**src/design/gpl_pkg.sv**
```systemverilog
`timescale 1ns / 1ps
`default_nettype none
// ----------------------------------------------------------------------------
// Gradient palette lookup package
// Shared constants, controller states and the command / status words that
// pass between the controller and the datapath.
// ----------------------------------------------------------------------------
package gpl_pkg;

    // default palette depth
    localparam int PALETTE_ENTRIES_DEF = 16;

    // operation codes of an input word
    localparam logic OP_LOAD   = 1'b0;
    localparam logic OP_LOOKUP = 1'b1;

    // colour channels, in the order they are worked
    localparam logic [1:0] CH_RED   = 2'd0;
    localparam logic [1:0] CH_GREEN = 2'd1;
    localparam logic [1:0] CH_BLUE  = 2'd2;
    localparam int         NUM_CH   = 3;

    // quotient bits of the blend divide (quotient never exceeds 255)
    localparam int          DIV_STEPS = 8;
    localparam logic [2:0]  DIV_LAST  = 3'(DIV_STEPS - 1);

    // full-scale brightness
    localparam logic [7:0]  FULL_SCALE = 8'd255;

    typedef enum logic [3:0] {
        ST_IDLE,
        ST_SCAN,
        ST_RESOLVE,
        ST_MUL,
        ST_DIV,
        ST_SCALE_MUL,
        ST_SCALE_Q,
        ST_SCALE_FIX,
        ST_DONE
    } gpl_state_t;

    // controller to datapath
    typedef struct packed {
        logic load;       // write one palette stop
        logic start;      // latch a lookup word, clear the scan
        logic scan;       // one step of the stop scan
        logic resolve;    // settle missing sides, form the fraction
        logic mul;        // channel difference times numerator
        logic div_step;   // one restoring divide step
        logic scale_mul;  // blended value times brightness
        logic scale_q;    // quotient estimate of the /255
        logic scale_fix;  // correct the estimate, store the channel
        logic publish;    // move the colour to the output register
    } gpl_cmd_t;

    // datapath to controller
    typedef struct packed {
        logic scan_done;
        logic div_last;
        logic last_ch;
        logic out_free;
    } gpl_stat_t;

    // pick one 8-bit channel out of a packed RGB colour
    function automatic logic [7:0] chan_sel(input logic [23:0] colour,
                                            input logic [1:0]  ch);
        logic [7:0] res;
        case (ch)
            CH_RED:   res = colour[23:16];
            CH_GREEN: res = colour[15:8];
            CH_BLUE:  res = colour[7:0];
            default:  res = colour[7:0];
        endcase
        return res;
    endfunction

endpackage
`default_nettype wire

```
**src/design/gpl_ctrl.sv**
```systemverilog
`timescale 1ns / 1ps
`default_nettype none
// ----------------------------------------------------------------------------
// Gradient palette lookup controller
// Sequences a lookup through stop scan, side resolution and three passes of
// multiply, serial divide and brightness scaling, then hands the colour on.
// ----------------------------------------------------------------------------
module gpl_ctrl (
    input  wire logic              clk,
    input  wire logic              rst_n,
    input  wire logic              in_valid,
    output logic                   in_ready,
    input  wire logic              op,
    input  wire gpl_pkg::gpl_stat_t stat,
    output gpl_pkg::gpl_cmd_t      cmd
);
    import gpl_pkg::*;

    gpl_state_t state_reg;
    gpl_state_t state_next;

    // state register
    always_ff @(posedge clk or negedge rst_n)
    begin
        if (!rst_n)
        begin
            state_reg <= ST_IDLE;
        end
        else
        begin
            state_reg <= state_next;
        end
    end

    // next state
    always_comb
    begin
        state_next = state_reg;
        case (state_reg)
            ST_IDLE:
            begin
                if (in_valid && (op == OP_LOOKUP))
                begin
                    state_next = ST_SCAN;
                end
            end
            ST_SCAN:
            begin
                if (stat.scan_done)
                begin
                    state_next = ST_RESOLVE;
                end
            end
            ST_RESOLVE:   state_next = ST_MUL;
            ST_MUL:       state_next = ST_DIV;
            ST_DIV:
            begin
                if (stat.div_last)
                begin
                    state_next = ST_SCALE_MUL;
                end
            end
            ST_SCALE_MUL: state_next = ST_SCALE_Q;
            ST_SCALE_Q:   state_next = ST_SCALE_FIX;
            ST_SCALE_FIX: state_next = stat.last_ch ? ST_DONE : ST_MUL;
            ST_DONE:
            begin
                if (stat.out_free)
                begin
                    state_next = ST_IDLE;
                end
            end
            default:      state_next = ST_IDLE;
        endcase
    end

    // outputs
    always_comb
    begin
        cmd      = '0;
        in_ready = 1'b0;
        case (state_reg)
            ST_IDLE:
            begin
                in_ready  = 1'b1;
                cmd.load  = in_valid && (op == OP_LOAD);
                cmd.start = in_valid && (op == OP_LOOKUP);
            end
            ST_SCAN:      cmd.scan      = 1'b1;
            ST_RESOLVE:   cmd.resolve   = 1'b1;
            ST_MUL:       cmd.mul       = 1'b1;
            ST_DIV:       cmd.div_step  = 1'b1;
            ST_SCALE_MUL: cmd.scale_mul = 1'b1;
            ST_SCALE_Q:   cmd.scale_q   = 1'b1;
            ST_SCALE_FIX: cmd.scale_fix = 1'b1;
            ST_DONE:      cmd.publish   = stat.out_free;
            default:      cmd           = '0;
        endcase
    end

endmodule
`default_nettype wire

```
**src/design/gpl_datapath.sv**
```systemverilog
`timescale 1ns / 1ps
`default_nettype none
// ----------------------------------------------------------------------------
// Gradient palette lookup datapath
// Stop memories, scan registers, the 8-step restoring divider, the exact
// divide-by-255 for brightness scaling and the output register.
// ----------------------------------------------------------------------------
module gpl_datapath #(
    parameter int PALETTE_ENTRIES = gpl_pkg::PALETTE_ENTRIES_DEF
) (
    input  wire logic              clk,
    input  wire logic              rst_n,
    input  wire gpl_pkg::gpl_cmd_t cmd,
    output gpl_pkg::gpl_stat_t     stat,
    // configuration
    input  wire logic              cfg_valid,
    output logic                   cfg_ready,
    input  wire logic [4:0]        stop_count,
    // input word payload
    input  wire logic [3:0]        slot,
    input  wire logic [7:0]        stop_position,
    input  wire logic [7:0]        stop_red,
    input  wire logic [7:0]        stop_green,
    input  wire logic [7:0]        stop_blue,
    input  wire logic [7:0]        grad_index,
    input  wire logic [7:0]        brightness,
    // result channel
    output logic                   out_valid,
    input  wire logic              out_ready,
    output logic [7:0]             red_out,
    output logic [7:0]             green_out,
    output logic [7:0]             blue_out
);
    import gpl_pkg::*;

    localparam int ADDR_W = (PALETTE_ENTRIES > 1) ? $clog2(PALETTE_ENTRIES) : 1;
    localparam int CNT_W  = $clog2(PALETTE_ENTRIES + 1);

    // stop memories, undefined until written
    logic [7:0]  pos_mem [PALETTE_ENTRIES];
    logic [23:0] col_mem [PALETTE_ENTRIES];

    // control registers
    logic [4:0]       stop_count_reg,   stop_count_next;
    logic [CNT_W-1:0] count_reg,        count_next;
    logic [CNT_W-1:0] scan_cnt_reg,     scan_cnt_next;
    logic             rd_vld_reg,       rd_vld_next;
    logic             have_lo_reg,      have_lo_next;
    logic             have_hi_reg,      have_hi_next;
    logic [1:0]       ch_reg,           ch_next;
    logic [2:0]       div_cnt_reg,      div_cnt_next;
    logic             out_valid_reg,    out_valid_next;

    // payload registers
    logic [7:0]  idx_reg,    idx_next;
    logic [7:0]  bright_reg, bright_next;
    logic [7:0]  rd_pos_reg;
    logic [23:0] rd_col_reg;
    logic [7:0]  plo_reg,    plo_next;
    logic [7:0]  phi_reg,    phi_next;
    logic [23:0] clo_reg,    clo_next;
    logic [23:0] chi_reg,    chi_next;
    logic [7:0]  num_reg,    num_next;
    logic [7:0]  den_reg,    den_next;
    logic        neg_reg,    neg_next;
    logic [7:0]  lo_ch_reg,  lo_ch_next;
    logic [7:0]  rem_reg,    rem_next;
    logic [7:0]  quo_reg,    quo_next;
    logic [15:0] x_reg,      x_next;
    logic [7:0]  q0_reg,     q0_next;
    logic [7:0]  res_reg  [NUM_CH];
    logic [7:0]  res_next [NUM_CH];
    logic [7:0]  red_reg,    red_next;
    logic [7:0]  green_reg,  green_next;
    logic [7:0]  blue_reg,   blue_next;

    // memory port controls
    logic              wr_en;
    logic [ADDR_W-1:0] wr_addr;
    logic              rd_en;
    logic [ADDR_W-1:0] rd_addr;

    // combinational helpers
    logic [7:0]  lo_p, hi_p;
    logic [23:0] lo_c, hi_c;
    logic [7:0]  lo8, hi8, mag;
    logic [15:0] prod;
    logic [8:0]  trial, trial_sub;
    logic        ge;
    logic [7:0]  q_blend, v8;
    logic [16:0] est_sum;
    logic [15:0] q0_x255, rem255;

    assign wr_en   = cmd.load && (32'(slot) < PALETTE_ENTRIES);
    assign wr_addr = ADDR_W'(slot);
    assign rd_en   = cmd.scan && (scan_cnt_reg < count_reg);
    assign rd_addr = scan_cnt_reg[ADDR_W-1:0];

    // stop memories: one write port, one registered read port
    always_ff @(posedge clk)
    begin
        if (wr_en)
        begin
            pos_mem[wr_addr] <= stop_position;
            col_mem[wr_addr] <= {stop_red, stop_green, stop_blue};
        end
        if (rd_en)
        begin
            rd_pos_reg <= pos_mem[rd_addr];
            rd_col_reg <= col_mem[rd_addr];
        end
    end

    // side resolution: a missing side copies the other
    always_comb
    begin
        lo_p = have_lo_reg ? plo_reg : phi_reg;
        lo_c = have_lo_reg ? clo_reg : chi_reg;
        hi_p = have_hi_reg ? phi_reg : lo_p;
        hi_c = have_hi_reg ? chi_reg : lo_c;
    end

    // channel difference and product
    always_comb
    begin
        lo8  = chan_sel(clo_reg, ch_reg);
        hi8  = chan_sel(chi_reg, ch_reg);
        mag  = (hi8 < lo8) ? (lo8 - hi8) : (hi8 - lo8);
        prod = {8'd0, mag} * {8'd0, num_reg};
    end

    // restoring divide step
    always_comb
    begin
        trial     = {rem_reg, quo_reg[7]};
        trial_sub = trial - {1'b0, den_reg};
        ge        = (trial >= {1'b0, den_reg});
    end

    // blend and brightness scaling; x/255 estimate is low by at most one
    always_comb
    begin
        q_blend = (den_reg == 8'd0) ? 8'd0 : quo_reg;
        v8      = neg_reg ? (lo_ch_reg - q_blend) : (lo_ch_reg + q_blend);
        est_sum = {1'b0, x_reg} + {9'd0, x_reg[15:8]};
        q0_x255 = {q0_reg, 8'd0} - {8'd0, q0_reg};
        rem255  = x_reg - q0_x255;
    end

    // next-state logic
    always_comb
    begin
        stop_count_next   = stop_count_reg;
        count_next        = count_reg;
        scan_cnt_next     = scan_cnt_reg;
        rd_vld_next       = 1'b0;
        have_lo_next      = have_lo_reg;
        have_hi_next      = have_hi_reg;
        ch_next           = ch_reg;
        div_cnt_next      = div_cnt_reg;
        out_valid_next    = out_valid_reg;
        idx_next          = idx_reg;
        bright_next       = bright_reg;
        plo_next          = plo_reg;
        phi_next          = phi_reg;
        clo_next          = clo_reg;
        chi_next          = chi_reg;
        num_next          = num_reg;
        den_next          = den_reg;
        neg_next          = neg_reg;
        lo_ch_next        = lo_ch_reg;
        rem_next          = rem_reg;
        quo_next          = quo_reg;
        x_next            = x_reg;
        q0_next           = q0_reg;
        res_next          = res_reg;
        red_next          = red_reg;
        green_next        = green_reg;
        blue_next         = blue_reg;

        // configuration write
        if (cfg_valid)
        begin
            stop_count_next = stop_count;
        end

        // new lookup: latch word, clamp stop count, clear scan
        if (cmd.start)
        begin
            idx_next      = grad_index;
            bright_next   = brightness;
            count_next    = (32'(stop_count_reg) > PALETTE_ENTRIES)
                            ? CNT_W'(PALETTE_ENTRIES) : CNT_W'(stop_count_reg);
            scan_cnt_next = '0;
            have_lo_next  = 1'b0;
            have_hi_next  = 1'b0;
            plo_next      = 8'd0;
            phi_next      = 8'd255;
            clo_next      = '0;
            chi_next      = '0;
            ch_next       = CH_RED;
        end

        // stop scan: issue a read, fold in the one that came back
        if (cmd.scan)
        begin
            if (rd_en)
            begin
                scan_cnt_next = scan_cnt_reg + 1'b1;
                rd_vld_next   = 1'b1;
            end
            if (rd_vld_reg)
            begin
                if (rd_pos_reg <= idx_reg)
                begin
                    have_lo_next = 1'b1;
                    plo_next     = rd_pos_reg;
                    clo_next     = rd_col_reg;
                end
                if ((rd_pos_reg >= idx_reg) && !have_hi_reg)
                begin
                    have_hi_next = 1'b1;
                    phi_next     = rd_pos_reg;
                    chi_next     = rd_col_reg;
                end
            end
        end

        // settle both sides and the interpolation fraction
        if (cmd.resolve)
        begin
            plo_next = lo_p;
            phi_next = hi_p;
            clo_next = lo_c;
            chi_next = hi_c;
            if ((hi_p > lo_p) && (idx_reg >= lo_p))
            begin
                num_next = idx_reg - lo_p;
                den_next = hi_p - lo_p;
            end
            else
            begin
                num_next = 8'd0;
                den_next = 8'd0;
            end
        end

        // |hi - lo| * num loads the divider; top byte is below den
        if (cmd.mul)
        begin
            neg_next     = (hi8 < lo8);
            lo_ch_next   = lo8;
            rem_next     = prod[15:8];
            quo_next     = prod[7:0];
            div_cnt_next = '0;
        end

        if (cmd.div_step)
        begin
            rem_next     = ge ? trial_sub[7:0] : trial[7:0];
            quo_next     = {quo_reg[6:0], ge};
            div_cnt_next = div_cnt_reg + 1'b1;
        end

        if (cmd.scale_mul)
        begin
            x_next = {8'd0, v8} * {8'd0, bright_reg};
        end

        if (cmd.scale_q)
        begin
            q0_next = est_sum[15:8];
        end

        if (cmd.scale_fix)
        begin
            res_next[ch_reg] = (rem255 >= {8'd0, FULL_SCALE}) ? (q0_reg + 8'd1) : q0_reg;
            ch_next          = (ch_reg == CH_BLUE) ? CH_RED : (ch_reg + 2'd1);
        end

        // output register
        if (out_valid_reg && out_ready)
        begin
            out_valid_next = 1'b0;
        end
        if (cmd.publish)
        begin
            out_valid_next = 1'b1;
            red_next       = res_reg[CH_RED];
            green_next     = res_reg[CH_GREEN];
            blue_next      = res_reg[CH_BLUE];
        end
    end

    // control registers
    always_ff @(posedge clk or negedge rst_n)
    begin
        if (!rst_n)
        begin
            stop_count_reg   <= '0;
            count_reg        <= '0;
            scan_cnt_reg     <= '0;
            rd_vld_reg       <= 1'b0;
            have_lo_reg      <= 1'b0;
            have_hi_reg      <= 1'b0;
            ch_reg           <= CH_RED;
            div_cnt_reg      <= '0;
            out_valid_reg    <= 1'b0;
        end
        else
        begin
            stop_count_reg   <= stop_count_next;
            count_reg        <= count_next;
            scan_cnt_reg     <= scan_cnt_next;
            rd_vld_reg       <= rd_vld_next;
            have_lo_reg      <= have_lo_next;
            have_hi_reg      <= have_hi_next;
            ch_reg           <= ch_next;
            div_cnt_reg      <= div_cnt_next;
            out_valid_reg    <= out_valid_next;
        end
    end

    // payload registers
    always_ff @(posedge clk)
    begin
        idx_reg    <= idx_next;
        bright_reg <= bright_next;
        plo_reg    <= plo_next;
        phi_reg    <= phi_next;
        clo_reg    <= clo_next;
        chi_reg    <= chi_next;
        num_reg    <= num_next;
        den_reg    <= den_next;
        neg_reg    <= neg_next;
        lo_ch_reg  <= lo_ch_next;
        rem_reg    <= rem_next;
        quo_reg    <= quo_next;
        x_reg      <= x_next;
        q0_reg     <= q0_next;
        res_reg    <= res_next;
        red_reg    <= red_next;
        green_reg  <= green_next;
        blue_reg   <= blue_next;
    end

    // status and ports
    assign stat.scan_done = (scan_cnt_reg == count_reg) && !rd_vld_reg;
    assign stat.div_last  = (div_cnt_reg == DIV_LAST);
    assign stat.last_ch   = (ch_reg == CH_BLUE);
    assign stat.out_free  = !out_valid_reg || out_ready;

    assign cfg_ready = 1'b1;
    assign out_valid = out_valid_reg;
    assign red_out   = red_reg;
    assign green_out = green_reg;
    assign blue_out  = blue_reg;

    // checks
    ap_rd_from_scan: assert property (@(posedge clk) disable iff (!rst_n)
        rd_vld_reg |-> $past(cmd.scan))
        else $error("read data valid without a scan step");

    ap_scan_bound: assert property (@(posedge clk) disable iff (!rst_n)
        scan_cnt_reg <= count_reg)
        else $error("scan ran past the stops in use");

    ap_fraction: assert property (@(posedge clk) disable iff (!rst_n)
        ($past(cmd.resolve) && (den_reg != 8'd0)) |-> (num_reg <= den_reg))
        else $error("blend fraction above one, divider would overflow");

    ap_publish_free: assert property (@(posedge clk) disable iff (!rst_n)
        cmd.publish |-> (!out_valid_reg || out_ready))
        else $error("colour published over a word not yet taken");

endmodule
`default_nettype wire

```
**src/design/gradient_palette_lookup_unit.sv**
```systemverilog
`timescale 1ns / 1ps
`default_nettype none
// ----------------------------------------------------------------------------
// Gradient palette lookup unit
// Gradient palette of up to PALETTE_ENTRIES stops with linear interpolation
// between the stops around an index and exact brightness scaling.
// ----------------------------------------------------------------------------
// A load word (op 0) writes one stop; slots at or above PALETTE_ENTRIES
// are dropped. A lookup word (op 1) scans the N stops in use (stop_count,
// limited to PALETTE_ENTRIES) through the single registered read port of
// the stop memory; a resolve step then settles the two sides, each of the
// three channels passes in turn through the shared multiplier, the 8-step
// restoring divider and the two-step divide by 255, and a publish step
// hands the colour to the output register once that register is free. One
// lookup is in flight at a time; the next word is taken while a finished
// colour still waits in the output register. Stops must be written before
// a lookup uses them. The user must see that stop_count is written through
// the configuration port only while idle; the block does not enforce this.
// ----------------------------------------------------------------------------
module gradient_palette_lookup_unit #(
    parameter int PALETTE_ENTRIES = gpl_pkg::PALETTE_ENTRIES_DEF
) (
    input  wire logic       clk,
    input  wire logic       rst_n,
    // configuration
    input  wire logic       cfg_valid,
    output logic            cfg_ready,
    input  wire logic [4:0] stop_count,
    // input words
    input  wire logic       in_valid,
    output logic            in_ready,
    input  wire logic       op,
    input  wire logic [3:0] slot,
    input  wire logic [7:0] stop_position,
    input  wire logic [7:0] stop_red,
    input  wire logic [7:0] stop_green,
    input  wire logic [7:0] stop_blue,
    input  wire logic [7:0] grad_index,
    input  wire logic [7:0] brightness,
    // result words
    output logic            out_valid,
    input  wire logic       out_ready,
    output logic [7:0]      red_out,
    output logic [7:0]      green_out,
    output logic [7:0]      blue_out
);
    import gpl_pkg::*;

    gpl_cmd_t  cmd;
    gpl_stat_t stat;

    // sequencer
    gpl_ctrl u_ctrl (
        .clk      (clk),
        .rst_n    (rst_n),
        .in_valid (in_valid),
        .in_ready (in_ready),
        .op       (op),
        .stat     (stat),
        .cmd      (cmd)
    );

    // memories and arithmetic
    gpl_datapath #(
        .PALETTE_ENTRIES (PALETTE_ENTRIES)
    ) u_datapath (
        .clk           (clk),
        .rst_n         (rst_n),
        .cmd           (cmd),
        .stat          (stat),
        .cfg_valid     (cfg_valid),
        .cfg_ready     (cfg_ready),
        .stop_count    (stop_count),
        .slot          (slot),
        .stop_position (stop_position),
        .stop_red      (stop_red),
        .stop_green    (stop_green),
        .stop_blue     (stop_blue),
        .grad_index    (grad_index),
        .brightness    (brightness),
        .out_valid     (out_valid),
        .out_ready     (out_ready),
        .red_out       (red_out),
        .green_out     (green_out),
        .blue_out      (blue_out)
    );

endmodule
`default_nettype wire

```
**config.mk**
```make
export PLATFORM = sky130hd
export DESIGN_NAME = gradient_palette_lookup_unit
export DESIGN_NICKNAME = d
export VERILOG_FILES = /design/src/design/gpl_pkg.sv /design/src/design/gpl_ctrl.sv /design/src/design/gpl_datapath.sv /design/src/design/gradient_palette_lookup_unit.sv
export SDC_FILE = /design/constraint.sdc
export NUM_CORES = 1
export LEC_CHECK = 0
export BUFFER_PORTS_ARGS = -buffer_cell sky130_fd_sc_hd__buf_2
export CORE_ASPECT_RATIO = 0.9
export CORE_UTILIZATION = 50
export CTS_CLUSTER_SIZE = 20
export DETAILED_ROUTE_END_ITERATION = 16
export GPL_TIMING_DRIVEN = 0
export PLACE_DENSITY = 0.69
export SYNTH_ARGS = -nofsm -noshare
export SYNTH_HDL_FRONTEND = slang
export SYNTH_SLANG_ARGS = --single-unit
```
**constraint.sdc**
```tcl
create_clock -name clk -period 7.3 [get_ports clk]
set_clock_uncertainty 0.15 [all_clocks]
set_input_delay 1.46 -clock clk [delete_from_list [all_inputs] [get_ports clk]]
set_output_delay 1.46 -clock clk [all_outputs]
set_load 0.05 [all_outputs]
```
Word-level counts from Yosys, hierarchy flattened

Memories as Yosys holds them, arrays and structs flattened. A register that Yosys moved wholly into a read port is not among the register bits.
Cells that the tools add are included.

Input port bits: 63
Bits in writable memories: 512
Memories kept: 2
Word-level logic and storage cells: 174
Register bits: 221
Output and inout bits: 27

Memory list:

| memory             | depth | width | read ports | clocked after memory_dff | write ports | line               | RTL |
|---|---|---|---|---|---|---|---|
| u_datapath.col_mem | 16    | 24    | 1          | 1                        | 1           | gpl_datapath.sv:41 | `logic [23:0] col_mem [PALETTE_ENTRIES];` |
| u_datapath.pos_mem | 16    | 8     | 1          | 1                        | 1           | gpl_datapath.sv:40 | `logic [7:0] pos_mem [PALETTE_ENTRIES];` |

Reduce and logical (&&, ||, !) cells: 19
Equal/unequal tests: 17
Muxes and demuxes: 77
$add $sub $neg: 14
Order comparisons: 11
Multipliers: 2
Bitwise operators: 2

Operators with widths:

| cell                | count |
|---|---|
| $mux 24             | 12 |
| $mux 8              | 22 |
| $sub 8x8->8         | 6 |
| $pmux 4 s9          | 1 |
| $mul 8x8->16        | 2 |
| $pmux 8 s2          | 2 |
| $bwmux 24           | 1 |
| $mux 1              | 23 |
| $mux 4              | 5 |
| $mux 5              | 4 |
| $add 16x8->16       | 1 |
| $demux 8 s2         | 1 |
| $eq 4x3->1 const B  | 4 |
| $ge 16x8->1 const B | 1 |
| $ge 8x8->1          | 2 |
| $sub 16x16->16      | 1 |
| $sub 16x8->16       | 1 |
| $ge 9x8->1          | 1 |
| $add 8x1->8 const B | 1 |
| $add 8x8->8         | 1 |
| $eq 4x2->1 const B  | 2 |
| $gt 8x8->1          | 1 |
| $le 8x8->1          | 1 |
| $logic_and 1x1->1   | 8 |
| other kinds (27)    | 38 |

Depth between registers and ports, before layout

Depth after elaboration: 8
Gate-level depth with buffers: 33
Depth with buffers taken out: 31

Hierarchy

A second synthesis with hierarchy kept.

Cell total of the unflattened synthesis: 2569
Area total of the unflattened synthesis: 37756.2 µm²

By module, submodules not included:

| module       | times used | sequential area each (µm²) | area an instance (µm²) | cells an instance |
|---|---|---|---|---|
| gpl_datapath | 1          | 22331.4                    | 37387.1                | 2528 |
| gpl_ctrl     | 1          | 100.1                      | 369.1                  | 41 |

Worst setup path after synthesis

Ideal clock, no wire load.

Kind: register -> register
Start point: register u_datapath.ch_reg[0]
End point: register u_datapath.rem_reg[7], data pin
Slack: -223 ps
Stages on the path, launching flop included: 33
Data arrival time: 7104 ps
Required time: 6880 ps
Clock period less this slack: 7523 ps
Setup time: 270 ps
Buffers on the path: 3
Cell sequence: dfrtp_1 clkbuf_1 mux2i_1 o21a_1 inv_1 ha_1 fa_1 nor2b_4 o21a_1 o21ai_1 a21oi_2 buf_6 mux2_4 o21a_1 clkbuf_1 o21ai_0 a311oi_1 fa_1 inv_1 fa_1 inv_1 fa_1 inv_1 fa_1 inv_1 ha_1 inv_1 a21oi_1 o211ai_1 a21oi_1 o31ai_1 xnor2_1 mux2i_1

Longest elaborated chain between the ends: 7
Elaborated cells between the ends (all ways): 11
Those cells by class: add/sub: 2; mul: 1; order compare: 1; eq/ne: 1; mux: 5; reduce/logical: 1

RTL lines:

| what                                          | line                | RTL |
|---|---|---|
| from (decl)                                   | gpl_datapath.sv:50  | `logic [1:0] ch_reg, ch_next;` |
| from (signal assigned)                        | gpl_datapath.sv:318 | `ch_reg <= ch_next;` |
| $eq 2x1->1 or $logic_not 2->1 (tied branches) | gpl_pkg.sv:68       | `case (ch)` |
| $pmux 8 s2 *                                  | gpl_pkg.sv:68       |  |
| net u_datapath.lo8[0]                         | gpl_datapath.sv:86  | `logic [7:0] lo8, hi8, mag;` |
| $sub 8x8->8 or $lt 8x8->1 (tied branches)     | gpl_datapath.sv:128 | `mag = (hi8 < lo8) ? (lo8 - hi8) : (hi8 - lo8);` |
| $mux 8 *                                      | gpl_datapath.sv:128 |  |
| $mul 8x8->16 *                                | gpl_datapath.sv:129 | `prod = {8'd0, mag} * {8'd0, num_reg};` |
| $mux 8 *                                      | gpl_datapath.sv:249 | `if (cmd.mul)` |
| $mux 8 *                                      | gpl_datapath.sv:258 | `if (cmd.div_step)` |
| net u_datapath.rem_next[7]                    | gpl_datapath.sv:67  | `logic [7:0] rem_reg, rem_next;` |
| to (signal assigned)                          | gpl_datapath.sv:337 | `rem_reg <= rem_next;` |
| to (decl)                                     | gpl_datapath.sv:67  |  |

The timed path passes the listed nets; every way through them passes the cells marked *. The select of a mux whose other input is x is not followed.
A chain may end at the register's enable or synchronous reset.

Worst setup path after layout

Start point: register u_datapath.ch_reg[0]
End point: register u_datapath.rem_reg[5], data pin

The elaborated chain is that of the path after synthesis.

==> results.md <==
- The total of flip-flops plus latches after synthesis is 765.
- The global-route wire length before repair is 138000 um.
- The layer carrying the most global-route usage is met2.
- After clock tree synthesis, the flow added hold-fix buffers numbering 0.
- Setup repair after global routing could not meet its margin everywhere.
- On the worst path, the slowest cell contributes a delay of 0.55 ns.
- The cell family with the largest share of critical-path delay is adder cells.
- The final route contains 22903 vias.
- The share of the Yosys chip area taken by registers is 0.595.
- The most frequent cell on the critical path is sky130_fd_sc_hd__inv_2.
- The critical path arrival is 7.55 ns.
- Entering global routing, the biggest net connects 29 pins.
- During placement, the flow inserted port buffers numbering 88.
- The largest registers in the layout are u_datapath.col_mem (384), u_datapath.pos_mem (128).
- After detailed placement, the total cell area comes to 0.0400 mm2.
- The routed wire length is 90400 um.
- The global-route usage over all layers is 0.236.
- For this run, global-route usage on met2 was measured as 0.406.
- The worst setup path category is flip-flop to flip-flop.
- For this run, global-route usage on met3 was measured as 0.0331.
- In the final layout, the share of cells above drive strength 1 is 0.204.
- In this run the mean area of a mapped cell was 14.6 um2.
- The element type at the critical path end is a flip-flop.
- The maximum fanout along the worst path is 7.
- For this design the top-level I/O count stands at 90.
- At the later pin of the worst-skew pair, clock insertion delay measures 0.64 ns.
- The maximum frequency from static timing analysis is 136 MHz.
- The footprint of the multi-input gates is 0.0146 mm2.
- In the routed layout, each cell is associated on average with a via count of 5.93.
- Max-cap violations in this run came to 0.
- In the final design database the tool counted 3133 nets.
- Once detailed placement completed, the half-perimeter wirelength came to 61900 um.
- The core region is 0.0746 mm2.
- The max-slew violation count is 0.
- In the synthesized netlist, the number of instances is 2586.
- The number of antenna violations at the first check in global routing is 8.
- The total clock sinks is 765.
- The fraction of registers with async set or reset after synthesis is 0.0366.
- The global routing usage on met1 is 0.313.
- Counting both buffers and inverters, the worst setup path holds a total of 10.
- The starting utilization of the core area is 0.505.
- The initialized floorplan defines 95 standard-cell rows.
- Among all flip-flop cells after synthesis, the most frequent one is sky130_fd_sc_hd__edfxtp_1.
- The number of different library cells used by synthesis comes to 82.
- The number of non-filler instances in the completed layout is 3859.
- After detailed placement, the design holds a cell count of 3674.
- On the critical path, the stage with the largest delay is an instance of sky130_fd_sc_hd__fa_1.
- The number of buffers added by the clock tree synthesis step is 78.
- The post-route DRC violation count is 0.
- The transition time at the pin with the least slew margin is 1.41 ns.
- Summing all flip-flop and latch instances after layout gives 0.0224 mm2.
- The die width is 292 um.
- The routed length per placed instance is 23.4 um.
- Counting buffers and inverters, the worst setup path is 33 cells deep.
- The area added between synthesis and finish is 15.3%.
- After synthesis the cells add up to 0.0377 mm2.
- The flow ran to the end, but the final reports show violations.
- The vertical extent of the die is 263 um.
- The checks that failed: negative setup slack.
- The number of global-route vias before repair is 23247.
- The count of synthesis-stage warnings from yosys is 0.
- The register with the most flip-flops in the final layout is u_datapath.col_mem.
- The number of iterations in the first detailed-routing pass is 7.
- The number of setup violations in the final report is 1.
- The kind of start point of the critical path is a flip-flop.
- The largest buffer count on any clock path is 3.
- The congestion estimate from routability-driven global placement came to 0.937.
- The total number of H-tree levels is 3.
- Setup slack on the critical path of the routed design comes to -0.0460 ns.
- The post-synth net total is 2899.
- The depth of the worst hold-timing path is 0.
- Summing all non-filler instances in the final layout gives an area of 0.0435 mm2.
- The post-route minimum period is 7.35 ns.
- The clock tree from TritonCTS is yes.
- Fill cells in the final layout number 5642.
- The number of nets still failing antenna checks after routing is 0.
- Of the available clock period, the critical path in the final layout requires 1.01.
- The cell count of the worst reg-to-reg path is 33.
- The number of endpoints with negative hold slack in the final report is 0.
- The floorplan step defined a die boundary enclosing 0.0766 mm2.
- The worst hold path belongs to the class flip-flop to flip-flop.
- Measured against its own limit, the worst slew margin works out to 0.0511.
- Global routing finished with a remaining overflow of 0.
- The clock transition at the registers of the reported paths is 0.06 ns.
- For the worst setup path, the data required time is 7.51 ns.
- The flip-flop count of the largest register after layout is 384.
- The number of enable-type register cells in the synthesized netlist is 697.
- The violation count after the first detailed-routing iteration is 2050.
- The root buffer cell is sky130_fd_sc_hd__clkbuf_16.
Yosys cell counts, types with 53 or more instances:
cell type	n	area [um2]
sky130_fd_sc_hd__and2_1	53	332
sky130_fd_sc_hd__inv_1	213	800
sky130_fd_sc_hd__o21ai_0	58	290
sky130_fd_sc_hd__a31oi_1	65	407
sky130_fd_sc_hd__nand2_1	158	593
sky130_fd_sc_hd__nor3_1	58	290
sky130_fd_sc_hd__nand3_1	78	390
sky130_fd_sc_hd__ha_1	172	2150
sky130_fd_sc_hd__edfxtp_1	697	20900
sky130_fd_sc_hd__mux4_2	160	3600
sky130_fd_sc_hd__clkbuf_1	83	312
sky130_fd_sc_hd__nor2b_1	66	413
sky130_fd_sc_hd__fa_1	78	1560
sky130_fd_sc_hd__nor2_1	92	345
worst register-to-register path: cells and delay by family (launching register included):
family                     cells  cell delay (ns)
and+or+nand+nor                3             0.48
xor gates and xnor gates       1             0.31
buffers and inverters         10             0.92
AOI/OAI and AO/OA              9             1.36
DFF                            1             0.44
adders and majority gates      7             2.85
muxes                          3             0.59
metrics by stage:
step	hold slack (ns)	TNS (ns)	util	worst slack (ns)
after floorplan	0.250	0	-	0.0136
after CTS	0.267	-0.00382	0.577	-0.00382
after global placement	0.255	-36.13	0.528	-1.20
final	0.268	-0.0460	0.583	-0.0460
after detailed placement	0.255	-9.24	0.536	-1.29
after global routing	0.268	-0.713	0.583	-0.245
logic make-up after synthesis:
logic type / synth area share
flip-flops: 0.595
AND/OR/NAND/NOR: 0.0862
buffers and inverters: 0.0332
AO/OA/AOI/OAI: 0.0575
adder cells (fa/ha/maj): 0.0984
multiplexers: 0.115
XOR/XNOR: 0.0153
other: 0.0000994
cell type report:
cell class | instances | share of cell area
clock inverters | 52 | 0.0150
multi-input cells | 1496 | 0.336
inverters | 213 | 0.0184
flip-flops and latches | 765 | 0.516
repair buffers | 157 | 0.0285
well taps | 970 | 0.0279
clock buffers | 90 | 0.0469
plain buffers | 109 | 0.0112
diodes | 7 | 0.000403
cell usage in the layout, fill, tap and decap left out, types with 10 or more instances in the layout:
master                      Yosys  routed
sky130_fd_sc_hd__nand2b_1      32      32
sky130_fd_sc_hd__nor2_4         0      14
sky130_fd_sc_hd__ha_1         172     166
sky130_fd_sc_hd__nor2_1        92      76
sky130_fd_sc_hd__buf_6          2      19
sky130_fd_sc_hd__dfxtp_1       40      40
sky130_fd_sc_hd__nor3_1        58      49
sky130_fd_sc_hd__a21o_1        19      19
sky130_fd_sc_hd__buf_2          2      94
sky130_fd_sc_hd__and2_1        53      52
sky130_fd_sc_hd__edfxtp_1     697     697
sky130_fd_sc_hd__clkbuf_16      0      81
sky130_fd_sc_hd__buf_4          2      38
sky130_fd_sc_hd__bufinv_16      0      11
sky130_fd_sc_hd__nand2_1      158     155
sky130_fd_sc_hd__xnor2_1       44      41
sky130_fd_sc_hd__a31oi_1       65      65
sky130_fd_sc_hd__and3_1        11      10
sky130_fd_sc_hd__fa_1          78      77
sky130_fd_sc_hd__clkinv_1       0      16
sky130_fd_sc_hd__xor2_1        19      19
sky130_fd_sc_hd__a21oi_1       46      38
sky130_fd_sc_hd__inv_1        213     206
sky130_fd_sc_hd__nor3b_1       16      13
sky130_fd_sc_hd__o21ai_0       58      46
sky130_fd_sc_hd__buf_1         22      21
sky130_fd_sc_hd__o21a_1        14      12
sky130_fd_sc_hd__or3_1         16      16
sky130_fd_sc_hd__nand3_1       78      78
sky130_fd_sc_hd__dfrtp_1       28      26
sky130_fd_sc_hd__nor2b_1       66      65
sky130_fd_sc_hd__mux2i_1       46      37
sky130_fd_sc_hd__mux2_2        22      22
sky130_fd_sc_hd__clkbuf_1      83      82
sky130_fd_sc_hd__mux4_2       160     160
sky130_fd_sc_hd__a211oi_1      31      29
sky130_fd_sc_hd__nand4_1       22      22
timing repair:
action	CTS	global route
pin swaps	18	32
buffers inserted	17	22
setup endpoints to repair	12	14
resized for setup	65	58
metal layers:
metal / share of wire / routed length, um / up-vias
met5: 0.00025 / 23 / -
met4: 0.027 / 2450 / 4
met3: 0.058 / 5220 / 179
met2: 0.51 / 46000 / 816
met1: 0.41 / 36700 / 11667
li1: - / - / 10237
path summary, 6_finish.rpt:
kind | from | end | slack [ns]
max | u_datapath.ch_reg[0] | u_datapath.rem_reg[5] | -0.05
min | u_datapath.res_reg[18] | u_datapath.red_out[2] | 0.27
max reg2reg | u_datapath.ch_reg[0] | u_datapath.rem_reg[5] | -0.05
min reg2reg | u_datapath.res_reg[18] | u_datapath.red_out[2] | 0.27
max in group asynchronous | rst_n | u_datapath.ch_reg[0] | 5.75
min in group asynchronous | rst_n | u_datapath.out_valid | 0.74
Power is not shown: default switching activity piles up to over one toggle a cycle in this logic, so the estimate is an artifact.
